===== config.mk =====
export PLATFORM = sky130hd
export DESIGN_NAME = burst_channel_scheduler_void_fill
export DESIGN_NICKNAME = d
export VERILOG_FILES = /design/src/rtl/bcs_pkg.sv /design/src/rtl/bcs_ram.sv /design/src/rtl/bcs_dp.sv /design/src/rtl/bcs_ctrl.sv /design/src/rtl/burst_channel_scheduler_void_fill.sv
export SDC_FILE = /design/constraint.sdc
export NUM_CORES = 2
export LEC_CHECK = 0
export BUFFER_PORTS_ARGS = -buffer_cell sky130_fd_sc_hd__buf_2
export CORE_ASPECT_RATIO = 0.75
export CORE_MARGIN = 2
export CORE_UTILIZATION = 48
export CTS_BUF_LIST = sky130_fd_sc_hd__clkbuf_16
export DETAILED_ROUTE_END_ITERATION = 6
export SYNTH_ARGS = -nofsm -noshare
export SYNTH_HDL_FRONTEND = slang
export SYNTH_SLANG_ARGS = --single-unit

===== constraint.sdc =====
create_clock -name clk -period 10.3 [get_ports clk]
set_input_delay 1.03 -clock clk [delete_from_list [all_inputs] [get_ports clk]]
set_output_delay 1.03 -clock clk [all_outputs]
set_load 0.02 [all_outputs]

===== src/rtl/bcs_pkg.sv =====
// ============================================================================
// bcs_pkg: shared types and constants for the burst channel scheduler
// Payload structs, configuration register indexes, reset values and the
// command/status bundles between controller and datapath.
// ============================================================================
package bcs_pkg;

    localparam int MAX_CHANNELS_DEF = 16;
    localparam int TIME_BITS_DEF    = 32;

    localparam int FIELD_TIME_W = 32;
    localparam int CHAN_W       = 4;
    localparam int ACTIVE_W     = 5;
    localparam int CONTROL_W    = 4;
    localparam int CFG_INDEX_W  = 1;
    localparam int CFG_DATA_W   = 5;

    // configuration register indexes
    localparam logic [CFG_INDEX_W-1:0] REG_ACTIVE  = 1'b0;
    localparam logic [CFG_INDEX_W-1:0] REG_CONTROL = 1'b1;

    localparam logic [ACTIVE_W-1:0]  ACTIVE_RESET  = 5'd16;
    localparam logic [CONTROL_W-1:0] CONTROL_RESET = 4'd1;

    // request kinds
    localparam logic FUNC_CONTROL = 1'b0;
    localparam logic FUNC_DATA    = 1'b1;

    typedef struct packed {
        logic                    func;
        logic [FIELD_TIME_W-1:0] arrival_time;
        logic [FIELD_TIME_W-1:0] burst_length;
    } req_t;

    typedef struct packed {
        logic                    found;
        logic [CHAN_W-1:0]       channel_index;
        logic [FIELD_TIME_W-1:0] start_time;
        logic                    in_void;
    } res_t;

    typedef struct packed {
        logic load;     // latch the request, set up the first pass
        logic issue;    // read the next channel entry
        logic restart;  // begin the latest-available pass
        logic commit;   // write back the chosen channel
        logic post;     // load the output register
    } cmd_t;

    typedef struct packed {
        logic skip;       // nothing to scan or a zero-length data burst, drop the request
        logic last;       // the current read is the last of the pass
        logic have;       // a channel qualified in this pass
        logic void_mode;  // the pass looks at voids
    } sts_t;

endpackage


===== src/rtl/bcs_ram.sv =====
// ============================================================================
// bcs_ram: generic single-write, single-read RAM
// One write port and one read port, read data registered.
// ============================================================================
module bcs_ram #(
    parameter int WIDTH = 8,
    parameter int DEPTH = 16
) (
    input  logic                     clk,
    input  logic                     we,
    input  logic [$clog2(DEPTH)-1:0] waddr,
    input  logic [WIDTH-1:0]         wdata,
    input  logic                     re,
    input  logic [$clog2(DEPTH)-1:0] raddr,
    output logic [WIDTH-1:0]         rdata
);

    logic [WIDTH-1:0] mem [DEPTH];
    logic [WIDTH-1:0] rdata_reg;

    always_ff @(posedge clk)
    begin
        if (we)
        begin
            mem[waddr] <= wdata;
        end
        if (re)
        begin
            rdata_reg <= mem[raddr];
        end
    end

    assign rdata = rdata_reg;

endmodule


===== src/rtl/bcs_dp.sv =====
// ============================================================================
// bcs_dp: scheduler datapath
// Configuration registers, channel table with per-row valid bits, scan
// compare/select unit, write-back update and the output register.
// ============================================================================
module bcs_dp
    import bcs_pkg::*;
#(
    parameter int MAX_CHANNELS = MAX_CHANNELS_DEF,
    parameter int TIME_BITS    = TIME_BITS_DEF
) (
    input  logic                   clk,
    input  logic                   rst_n,
    input  req_t                   req,
    input  logic                   cfg_we,
    input  logic [CFG_INDEX_W-1:0] cfg_index,
    input  logic [CFG_DATA_W-1:0]  cfg_data,
    input  cmd_t                   cmd,
    output sts_t                   sts,
    output res_t                   res
);

    localparam int IDX_W     = $clog2(MAX_CHANNELS);
    localparam int CNT_RAW_W = $clog2(MAX_CHANNELS + 1);
    localparam int CNT_W     = (CNT_RAW_W > ACTIVE_W) ? CNT_RAW_W : ACTIVE_W;
    localparam int ROW_W     = 3 * TIME_BITS;

    // configuration
    logic [ACTIVE_W-1:0]  active_reg, active_next;
    logic [CONTROL_W-1:0] control_reg, control_next;

    // request context
    logic                 kind_reg, kind_next;
    logic [TIME_BITS-1:0] t_reg, t_next;
    logic [TIME_BITS-1:0] d_reg, d_next;
    logic [TIME_BITS-1:0] sum_reg, sum_next;
    logic [CNT_W-1:0]     lo_reg, lo_next;
    logic [CNT_W-1:0]     hi_reg, hi_next;
    logic                 skip_reg, skip_next;

    // scan state
    logic [CNT_W-1:0]        idx_reg, idx_next;
    logic                    void_mode_reg, void_mode_next;
    logic                    eval_valid_reg, eval_valid_next;
    logic [IDX_W-1:0]        eval_idx_reg, eval_idx_next;
    logic                    eval_ok_reg, eval_ok_next;
    logic                    have_reg, have_next;
    logic [TIME_BITS-1:0]    best_gap_reg, best_gap_next;
    logic [IDX_W-1:0]        ch_reg, ch_next;
    logic [TIME_BITS-1:0]    best_busy_reg, best_busy_next;
    logic [TIME_BITS-1:0]    best_vb_reg, best_vb_next;
    logic [TIME_BITS-1:0]    best_vf_reg, best_vf_next;
    logic [MAX_CHANNELS-1:0] row_valid_reg, row_valid_next;
    res_t                    res_reg, res_next;

    // combinational helpers
    logic [CNT_W-1:0]     act_ext, ctl_ext, act_eff, ctl_eff, lo_in, hi_in;
    logic [TIME_BITS-1:0] t_in, d_in;
    logic [TIME_BITS:0]   sum_wide;
    logic [ROW_W-1:0]     rd_data, wr_data;
    logic [TIME_BITS-1:0] e_busy, e_vb, e_vf;
    logic                 void_fit, busy_fit, fit;
    logic [TIME_BITS-1:0] gap;
    logic [TIME_BITS-1:0] new_busy, new_vb, new_vf;
    logic                 wr_en;

    always_comb
    begin
        act_ext = CNT_W'(active_reg);
        ctl_ext = CNT_W'(control_reg);
        act_eff = (act_ext > CNT_W'(MAX_CHANNELS)) ? CNT_W'(MAX_CHANNELS) : act_ext;
        ctl_eff = (ctl_ext < act_eff) ? ctl_ext : act_eff;
        t_in    = TIME_BITS'(req.arrival_time);
        d_in    = TIME_BITS'(req.burst_length);
        lo_in   = (req.func == FUNC_DATA) ? ctl_eff : '0;
        hi_in   = (req.func == FUNC_DATA) ? act_eff : ctl_eff;
        sum_wide = {1'b0, t_in} + {1'b0, d_in};
    end

    // row fields of the entry under evaluation; a never-written row reads zero
    always_comb
    begin
        e_busy = eval_ok_reg ? rd_data[3*TIME_BITS-1:2*TIME_BITS] : '0;
        e_vb   = eval_ok_reg ? rd_data[2*TIME_BITS-1:TIME_BITS] : '0;
        e_vf   = eval_ok_reg ? rd_data[TIME_BITS-1:0] : '0;

        void_fit = (t_reg >= e_vb) && (e_vf >= t_reg) && ((e_vf - t_reg) >= d_reg);
        busy_fit = (t_reg >= e_busy);
        fit      = void_mode_reg ? void_fit : busy_fit;
        gap      = void_mode_reg ? (t_reg - e_vb) : (t_reg - e_busy);
    end

    // write-back values for the chosen channel
    always_comb
    begin
        new_busy = best_busy_reg;
        new_vb   = best_vb_reg;
        new_vf   = best_vf_reg;
        if (kind_reg == FUNC_CONTROL)
        begin
            new_busy = sum_reg;
        end
        else if (t_reg == best_busy_reg)
        begin
            new_busy = sum_reg;
        end
        else if (t_reg > best_busy_reg)
        begin
            // open a void between the old tail and this burst
            new_vb   = best_busy_reg;
            new_vf   = t_reg;
            new_busy = sum_reg;
        end
        else
        begin
            // shrink the void from the front
            new_vb = sum_reg;
        end
        wr_data = {new_busy, new_vb, new_vf};
        wr_en   = cmd.commit && have_reg;
    end

    always_comb
    begin
        active_next     = active_reg;
        control_next    = control_reg;
        kind_next       = kind_reg;
        t_next          = t_reg;
        d_next          = d_reg;
        sum_next        = sum_reg;
        lo_next         = lo_reg;
        hi_next         = hi_reg;
        skip_next       = skip_reg;
        idx_next        = idx_reg;
        void_mode_next  = void_mode_reg;
        eval_valid_next = cmd.issue;
        eval_idx_next   = idx_reg[IDX_W-1:0];
        eval_ok_next    = row_valid_reg[idx_reg[IDX_W-1:0]];
        have_next       = have_reg;
        best_gap_next   = best_gap_reg;
        ch_next         = ch_reg;
        best_busy_next  = best_busy_reg;
        best_vb_next    = best_vb_reg;
        best_vf_next    = best_vf_reg;
        row_valid_next  = row_valid_reg;
        res_next        = res_reg;

        if (cfg_we)
        begin
            case (cfg_index)
                REG_ACTIVE:  active_next  = cfg_data;
                REG_CONTROL: control_next = cfg_data[CONTROL_W-1:0];
                default:     ;
            endcase
        end

        if (cmd.load)
        begin
            kind_next      = req.func;
            t_next         = t_in;
            d_next         = d_in;
            sum_next       = sum_wide[TIME_BITS] ? '1 : sum_wide[TIME_BITS-1:0];
            lo_next        = lo_in;
            hi_next        = hi_in;
            skip_next      = (lo_in >= hi_in) || ((req.func == FUNC_DATA) && (d_in == '0));
            idx_next       = lo_in;
            void_mode_next = (req.func == FUNC_DATA);
            have_next      = 1'b0;
        end

        if (cmd.issue)
        begin
            idx_next = idx_reg + CNT_W'(1);
        end

        if (eval_valid_reg && fit && (!have_reg || (gap < best_gap_reg)))
        begin
            have_next      = 1'b1;
            best_gap_next  = gap;
            ch_next        = eval_idx_reg;
            best_busy_next = e_busy;
            best_vb_next   = e_vb;
            best_vf_next   = e_vf;
        end

        if (cmd.restart)
        begin
            idx_next       = lo_reg;
            void_mode_next = 1'b0;
            have_next      = 1'b0;
        end

        if (wr_en)
        begin
            row_valid_next[ch_reg] = 1'b1;
        end

        if (cmd.post)
        begin
            res_next.found         = have_reg;
            res_next.channel_index = have_reg ? CHAN_W'(ch_reg) : '0;
            res_next.start_time    = have_reg ? FIELD_TIME_W'(t_reg) : '0;
            res_next.in_void       = have_reg && void_mode_reg;
        end
    end

    always_ff @(posedge clk or negedge rst_n)
    begin
        if (!rst_n)
        begin
            active_reg     <= ACTIVE_RESET;
            control_reg    <= CONTROL_RESET;
            kind_reg       <= 1'b0;
            lo_reg         <= '0;
            hi_reg         <= '0;
            skip_reg       <= 1'b0;
            idx_reg        <= '0;
            void_mode_reg  <= 1'b0;
            eval_valid_reg <= 1'b0;
            have_reg       <= 1'b0;
            row_valid_reg  <= '0;
        end
        else
        begin
            active_reg     <= active_next;
            control_reg    <= control_next;
            kind_reg       <= kind_next;
            lo_reg         <= lo_next;
            hi_reg         <= hi_next;
            skip_reg       <= skip_next;
            idx_reg        <= idx_next;
            void_mode_reg  <= void_mode_next;
            eval_valid_reg <= eval_valid_next;
            have_reg       <= have_next;
            row_valid_reg  <= row_valid_next;
        end
    end

    always_ff @(posedge clk)
    begin
        t_reg         <= t_next;
        d_reg         <= d_next;
        sum_reg       <= sum_next;
        eval_idx_reg  <= eval_idx_next;
        eval_ok_reg   <= eval_ok_next;
        best_gap_reg  <= best_gap_next;
        ch_reg        <= ch_next;
        best_busy_reg <= best_busy_next;
        best_vb_reg   <= best_vb_next;
        best_vf_reg   <= best_vf_next;
        res_reg       <= res_next;
    end

    bcs_ram #(
        .WIDTH (ROW_W),
        .DEPTH (MAX_CHANNELS)
    ) u_table (
        .clk   (clk),
        .we    (wr_en),
        .waddr (ch_reg),
        .wdata (wr_data),
        .re    (cmd.issue),
        .raddr (idx_reg[IDX_W-1:0]),
        .rdata (rd_data)
    );

    assign sts.skip      = skip_reg;
    assign sts.last      = ((idx_reg + CNT_W'(1)) == hi_reg);
    assign sts.have      = have_reg;
    assign sts.void_mode = void_mode_reg;
    assign res           = res_reg;

    // a read never runs past the end of the pass range
    a_scan_in_range: assert property (@(posedge clk) disable iff (!rst_n)
        cmd.issue |-> (idx_reg < hi_reg))
        else $error("scan read beyond pass range");

    // a posted hit names a channel of the range that was scanned
    a_hit_in_range: assert property (@(posedge clk) disable iff (!rst_n)
        (cmd.post && have_reg) |->
            ((CNT_W'(ch_reg) >= lo_reg) && (CNT_W'(ch_reg) < hi_reg)))
        else $error("chosen channel outside pass range");

endmodule


===== src/rtl/bcs_ctrl.sv =====
// ============================================================================
// bcs_ctrl: scheduler controller
// Sequences request intake, the void and latest-available scans, the
// write-back and the output register handshake.
// ============================================================================
module bcs_ctrl
    import bcs_pkg::*;
(
    input  logic clk,
    input  logic rst_n,
    input  logic req_valid,
    output logic req_ready,
    output logic res_valid,
    input  logic res_ready,
    input  sts_t sts,
    output cmd_t cmd
);

    localparam logic [2:0] S_IDLE  = 3'd0;
    localparam logic [2:0] S_START = 3'd1;
    localparam logic [2:0] S_SCAN  = 3'd2;
    localparam logic [2:0] S_DRAIN = 3'd3;
    localparam logic [2:0] S_PICK  = 3'd4;
    localparam logic [2:0] S_POST  = 3'd5;

    logic [2:0] state_reg, state_next;
    logic       res_valid_reg, res_valid_next;

    always_comb
    begin
        state_next     = state_reg;
        res_valid_next = res_valid_reg;
        cmd            = '0;
        req_ready      = 1'b0;

        if (res_valid_reg && res_ready)
        begin
            res_valid_next = 1'b0;
        end

        case (state_reg)
            S_IDLE:
            begin
                req_ready = 1'b1;
                if (req_valid)
                begin
                    cmd.load   = 1'b1;
                    state_next = S_START;
                end
            end
            S_START:
            begin
                state_next = sts.skip ? S_POST : S_SCAN;
            end
            S_SCAN:
            begin
                cmd.issue = 1'b1;
                if (sts.last)
                begin
                    state_next = S_DRAIN;
                end
            end
            S_DRAIN:
            begin
                // last read data is evaluated this cycle
                state_next = S_PICK;
            end
            S_PICK:
            begin
                if (sts.void_mode && !sts.have)
                begin
                    cmd.restart = 1'b1;
                    state_next  = S_SCAN;
                end
                else
                begin
                    cmd.commit = sts.have;
                    state_next = S_POST;
                end
            end
            S_POST:
            begin
                // hold until the output register is free
                if (!res_valid_reg || res_ready)
                begin
                    cmd.post       = 1'b1;
                    res_valid_next = 1'b1;
                    state_next     = S_IDLE;
                end
            end
            default:
            begin
                state_next = S_IDLE;
            end
        endcase
    end

    always_ff @(posedge clk or negedge rst_n)
    begin
        if (!rst_n)
        begin
            state_reg     <= S_IDLE;
            res_valid_reg <= 1'b0;
        end
        else
        begin
            state_reg     <= state_next;
            res_valid_reg <= res_valid_next;
        end
    end

    assign res_valid = res_valid_reg;

    a_commit_has_hit: assert property (@(posedge clk) disable iff (!rst_n)
        cmd.commit |-> sts.have)
        else $error("write-back without a chosen channel");

    a_post_shows: assert property (@(posedge clk) disable iff (!rst_n)
        cmd.post |=> res_valid_reg)
        else $error("posted result not presented");

endmodule


===== src/rtl/burst_channel_scheduler_void_fill.sv =====
// ============================================================================
// burst_channel_scheduler_void_fill: burst channel scheduler with void filling
// Top level joining the controller, the datapath and its channel table.
//
// Requests enter on req (req_valid/req_ready): a control or data burst with
// arrival time and length. Each request yields exactly one result on res
// (res_valid/res_ready): found flag, channel, start time and void flag.
// Configuration is written through cfg_we/cfg_index/cfg_data while idle:
// index 0 sets the active channel count, index 1 the control channel count.
//
// One request is in work at a time. With n channels in the scanned range a
// request reads n channel entries, or 2n when a data burst finds no void and
// the latest-available scan runs too; a dropped request with nothing to scan
// reads none and goes straight to posting its result. The table scan reads
// one channel entry per cycle from a single-read-port RAM.
//
// Reset sets 16 active channels and 1 control channel and marks every table
// row as unwritten, which reads as all-zero times; no clearing pass is run.
// A stalled receiver holds the result in the output register; the next
// request is still taken and scanned and waits only to post its result.
// ============================================================================
module burst_channel_scheduler_void_fill
    import bcs_pkg::*;
#(
    parameter int MAX_CHANNELS = MAX_CHANNELS_DEF,
    parameter int TIME_BITS    = TIME_BITS_DEF
) (
    input  logic                   clk,
    input  logic                   rst_n,
    input  req_t                   req,
    input  logic                   req_valid,
    output logic                   req_ready,
    output res_t                   res,
    output logic                   res_valid,
    input  logic                   res_ready,
    input  logic                   cfg_we,
    input  logic [CFG_INDEX_W-1:0] cfg_index,
    input  logic [CFG_DATA_W-1:0]  cfg_data
);

    cmd_t cmd;
    sts_t sts;

    bcs_ctrl u_ctrl (
        .clk       (clk),
        .rst_n     (rst_n),
        .req_valid (req_valid),
        .req_ready (req_ready),
        .res_valid (res_valid),
        .res_ready (res_ready),
        .sts       (sts),
        .cmd       (cmd)
    );

    bcs_dp #(
        .MAX_CHANNELS (MAX_CHANNELS),
        .TIME_BITS    (TIME_BITS)
    ) u_dp (
        .clk       (clk),
        .rst_n     (rst_n),
        .req       (req),
        .cfg_we    (cfg_we),
        .cfg_index (cfg_index),
        .cfg_data  (cfg_data),
        .cmd       (cmd),
        .sts       (sts),
        .res       (res)
    );

endmodule


==> flow_results.xml <==
<?xml version="1.0" encoding="UTF-8"?>
<metrics>
  <group name="power">
    <metric name="pwr_density_cell" unit="nW/um^2">269.5</metric>
    <metric name="share_comb_of_total_power" unit="">0.326</metric>
    <metric name="switching_share" unit="">0.3494</metric>
    <metric name="power_frac_seq" unit="">0.410</metric>
    <metric name="clockPowerShare" unit="">0.264</metric>
    <metric name="cellInternalPower" unit="W">0.01654</metric>
    <metric name="p_sw" unit="W">0.008881</metric>
    <metric name="ir_drop" unit="V">0.0001621</metric>
    <metric name="leakage_dissipation" unit="nW">32.78</metric>
  </group>
  <group name="synth">
    <metric name="synthesis.area" unit="sq um">84540</metric>
    <metric name="synth.ff_latch_count" unit="">1952</metric>
    <metric name="ys_async_sr_fraction" unit="">0.02510</metric>
    <metric name="mappedNetlistNets" unit="">5684</metric>
    <metric name="syn_inst" unit="">5370</metric>
    <metric name="synth_largest_area_cell" unit="">edfxtp_1</metric>
    <metric name="yosysUniqueCellTypes" unit="">82</metric>
    <metric name="yosys_warnings" unit="">0</metric>
    <metric name="synthFlopType" unit="">edfxtp_1</metric>
    <metric name="yosysTopAreaCellShare" unit="">0.6742</metric>
    <metric name="synth_edf_count" unit="">1898</metric>
    <metric name="syn-mean-instance-area" unit="sq um">15.74</metric>
    <metric name="ys_top_cells_by_area" unit="">edfxtp_1 (67%), mux4_2 (5.2%), mux2i_1 (3.7%)</metric>
    <metric name="synth_seq_area_share" unit="">0.6899</metric>
  </group>
  <group name="placed_design">
    <metric name="place.detailed.hpwl" unit="microns">147500</metric>
    <metric name="count_of_buffers_from_port_buffering" unit="">115</metric>
    <metric name="post_dp_cell_area" unit="sq um">88370</metric>
    <metric name="place_congestion" unit="">0.9525</metric>
  </group>
  <group name="worst_setup_path">
    <metric name="r2r_setup_slack" unit="ps">2510</metric>
    <metric name="path_type_of_the_worst_setup_path" unit="">reg -&gt; reg</metric>
    <metric name="crit_arrival" unit="ps">8220</metric>
    <metric name="timing.critical_path.from" unit="">u_dp.eval_ok_reg</metric>
    <metric name="crit_path_max_fanout" unit="">66</metric>
    <metric name="worstPathRequired" unit="ps">10730</metric>
    <metric name="crit_path_end_kind" unit="">flip-flop</metric>
    <metric name="worst_setup_path_start_kind" unit="">flip-flop</metric>
    <metric name="regToRegStartpoint" unit="">u_dp.eval_ok_reg</metric>
  </group>
  <group name="grt">
    <metric name="grt_pass1_vias" unit="">47240</metric>
    <metric name="grt_first_pass_wirelength" unit="microns">346500</metric>
    <metric name="gr-total-overflow" unit="">0</metric>
    <metric name="grt_max_degree" unit="">117</metric>
    <metric name="antenna_found_initial" unit="">18</metric>
    <metric name="grt_util_all_layers" unit="">0.2682</metric>
  </group>
  <group name="sta">
    <metric name="period_minus_slack" unit="ps">7790</metric>
    <metric name="worst-slew-pin-transition" unit="ps">1378</metric>
    <metric name="fin_worst_skew" unit="ps">52.24</metric>
    <metric name="final_number_of_max_transition_violations" unit="">0</metric>
    <metric name="final-hold-violation-count" unit="">0</metric>
    <metric name="timing.max_slew.rel_slack" unit="">0.07720</metric>
    <metric name="timing.fmax" unit="MHz">128.4</metric>
    <metric name="period_share" unit="">0.7564</metric>
    <metric name="tns" unit="ps">0</metric>
    <metric name="hold_slack" unit="ps">391.4</metric>
    <metric name="grt_setup_unrepaired" unit="">false</metric>
    <metric name="final-setup-viol-count" unit="">0</metric>
  </group>
  <group name="outcome">
    <metric name="status" unit="">completed</metric>
  </group>
  <group name="layout">
    <metric name="flip_flop_count_of_the_largest_register_all_copies_and_words_added" unit="">1536</metric>
    <metric name="finish.utilization" unit="">0.5388</metric>
    <metric name="num-nets-final" unit="">5866</metric>
    <metric name="layout_common_cells" unit="">edfxtp_1 (1898), o21ai_0 (321), mux2i_1 (312), nand2_1 (291), inv_1 (262)</metric>
    <metric name="flow.area_growth_from_synthesis" unit="%">11.57</metric>
    <metric name="fin_area" unit="sq um">94330</metric>
    <metric name="mostFrequentLayoutCell" unit="">edfxtp_1</metric>
    <metric name="drive_gt1_frac" unit="">0.1674</metric>
    <metric name="filler_cell_count" unit="">14110</metric>
  </group>
  <group name="drt">
    <metric name="route.antenna.remaining_nets" unit="">0</metric>
    <metric name="via_per_inst" unit="">6.152</metric>
    <metric name="drcViolationCount" unit="">0</metric>
    <metric name="route.vias.total" unit="">49640</metric>
    <metric name="dr.pass1.iters" unit="">5</metric>
    <metric name="wl_per_cell" unit="microns">30.12</metric>
    <metric name="detailedRoute.firstIterationViolations" unit="">5833</metric>
    <metric name="totalWireLength" unit="microns">243000</metric>
  </group>
  <group name="job">
    <metric name="max_cap_violations" unit="">0</metric>
  </group>
  <group name="clock_network">
    <metric name="clock-root-buffer" unit="">clkbuf_16</metric>
    <metric name="clock_sink_count" unit="">1952</metric>
    <metric name="number_of_buffers_added_by_the_clock_tree_synthesis_step" unit="">184</metric>
    <metric name="clkLatencyLatePin" unit="ps">840</metric>
    <metric name="post_cts_buffers" unit="">0</metric>
    <metric name="htree_num_levels" unit="">4</metric>
    <metric name="post_cts_resized" unit="">0</metric>
    <metric name="max-clock-path-buffers" unit="">3</metric>
    <metric name="cts_tree" unit="">yes</metric>
    <metric name="post_cts_hold_buffer_count" unit="">0</metric>
    <metric name="cts.reportedPaths.clkPinSlew" unit="ps">70</metric>
  </group>
  <group name="floorplanning">
    <metric name="rows" unit="">133</metric>
    <metric name="coreArea" unit="sq um">175100</metric>
    <metric name="floorplan.die_area" unit="sq um">179500</metric>
    <metric name="starting_utilization_of_the_core_area" unit="">0.4829</metric>
    <metric name="io_pins" unit="">116</metric>
    <metric name="die_width" unit="microns">488.6</metric>
    <metric name="die_h" unit="microns">367.5</metric>
  </group>
  <group name="min_path">
    <metric name="hp_class" unit="">in -&gt; async</metric>
  </group>
</metrics>
## power by group through the flow
stage	Combinational, W	Clock [W]	Sequential [W]
after detailed placement	0.00821	0	0.0106
after global placement	0.00814	0	0.0106
final	0.00829	0.00671	0.0104
after floorplan	0.00556	0	0.0103
after CTS	0.00825	0.00682	0.0104
after global routing	0.00899	0.00714	0.0104
## path summary, 6_finish.rpt
path	to	cells after the start
max in group asynchronous	u_dp.idx_reg[1]	2
setup reg to reg	u_dp.best_gap_reg[23]	19
min in group clk	u_dp.t_reg[21]	1
setup / recovery	u_dp.best_gap_reg[23]	19
hold reg to reg	u_dp.ch_reg[0]	0
hold / removal	u_dp.kind_reg	2
## routing by layer
layer,vias up,part of all wire,track usage
li1,21520,-,-
met1,25870,0.45,0.4055
met2,1935,0.46,0.4096
met3,308,0.072,0.04335
met4,6,0.019,0.05900
met5,-,0.00018,0
## synthesized netlist by cell type, types with 61 or more instances
library cell and number:
a21o_1 84, a21oi_1 258, a221oi_1 102, a22oi_1 98, and2_1 84, clkbuf_1 184, edfxtp_1 1898, ha_1 234
inv_1 225, mux2_2 174, mux2i_1 312, mux4_2 194, nand2_1 292, nand3_1 77, nor2_1 138, o21ai_0 321
xnor2_1 61
## worst max-delay path: stages (launching register included)
cell	delay, ps
dfxtp_4	700
nand2_1	200
ha_1	270
fa_1	410
nor2b_1	180
o21bai_1	110
a31oi_1	510
o21ai_0	210
a2111oi_0	910
o21ai_0	290
a31oi_1	220
xor2_1	90
ha_1	300
nand4_1	130
or4_1	540
o211ai_1	110
a21oi_1	90
nor4_1	470
and3_4	920
buf_4	600
## cells by family (layout without fill, tap and decap cells)
group,count (synthesis),after routing,share of synthesized area
DFF,1952,1952,0.6899
xor gates and xnor gates,99,99,0.01026
and+or+nand+nor,813,813,0.04647
AOI/OAI and AO/OA,1118,1118,0.08483
muxes,680,680,0.1118
buffers and inverters,469,798,0.02113
other,1,8,0.00004436
adders and majority gates,238,238,0.03558
## metrics by stage
stage                     instances  power (W)  setup slack, ps
after floorplan                5370    0.01583             1378
after global placement         7728    0.01873             2812
after detailed placement       7728    0.01878             2760
after CTS                      8061    0.02549             2661
after global routing           8062    0.02656             2092
final                          8068    0.02542             2510
## final cells by class
| type | instances | area, sq um | share of cell area |
|---|---|---|---|
| diodes | 7 | 17.52 | 0.0001857 |
| clock buffers | 189 | 4730 | 0.05014 |
| clock inverters | 144 | 1206 | 0.01279 |
| inverters | 227 | 859.6 | 0.009113 |
| multi-input cells | 2949 | 24630 | 0.2611 |
| flip-flops and latches | 1952 | 58340 | 0.6185 |
| well taps | 2362 | 2955 | 0.03133 |
| repair buffers | 238 | 1587 | 0.01682 |
Power figures use the tool's default switching activity.
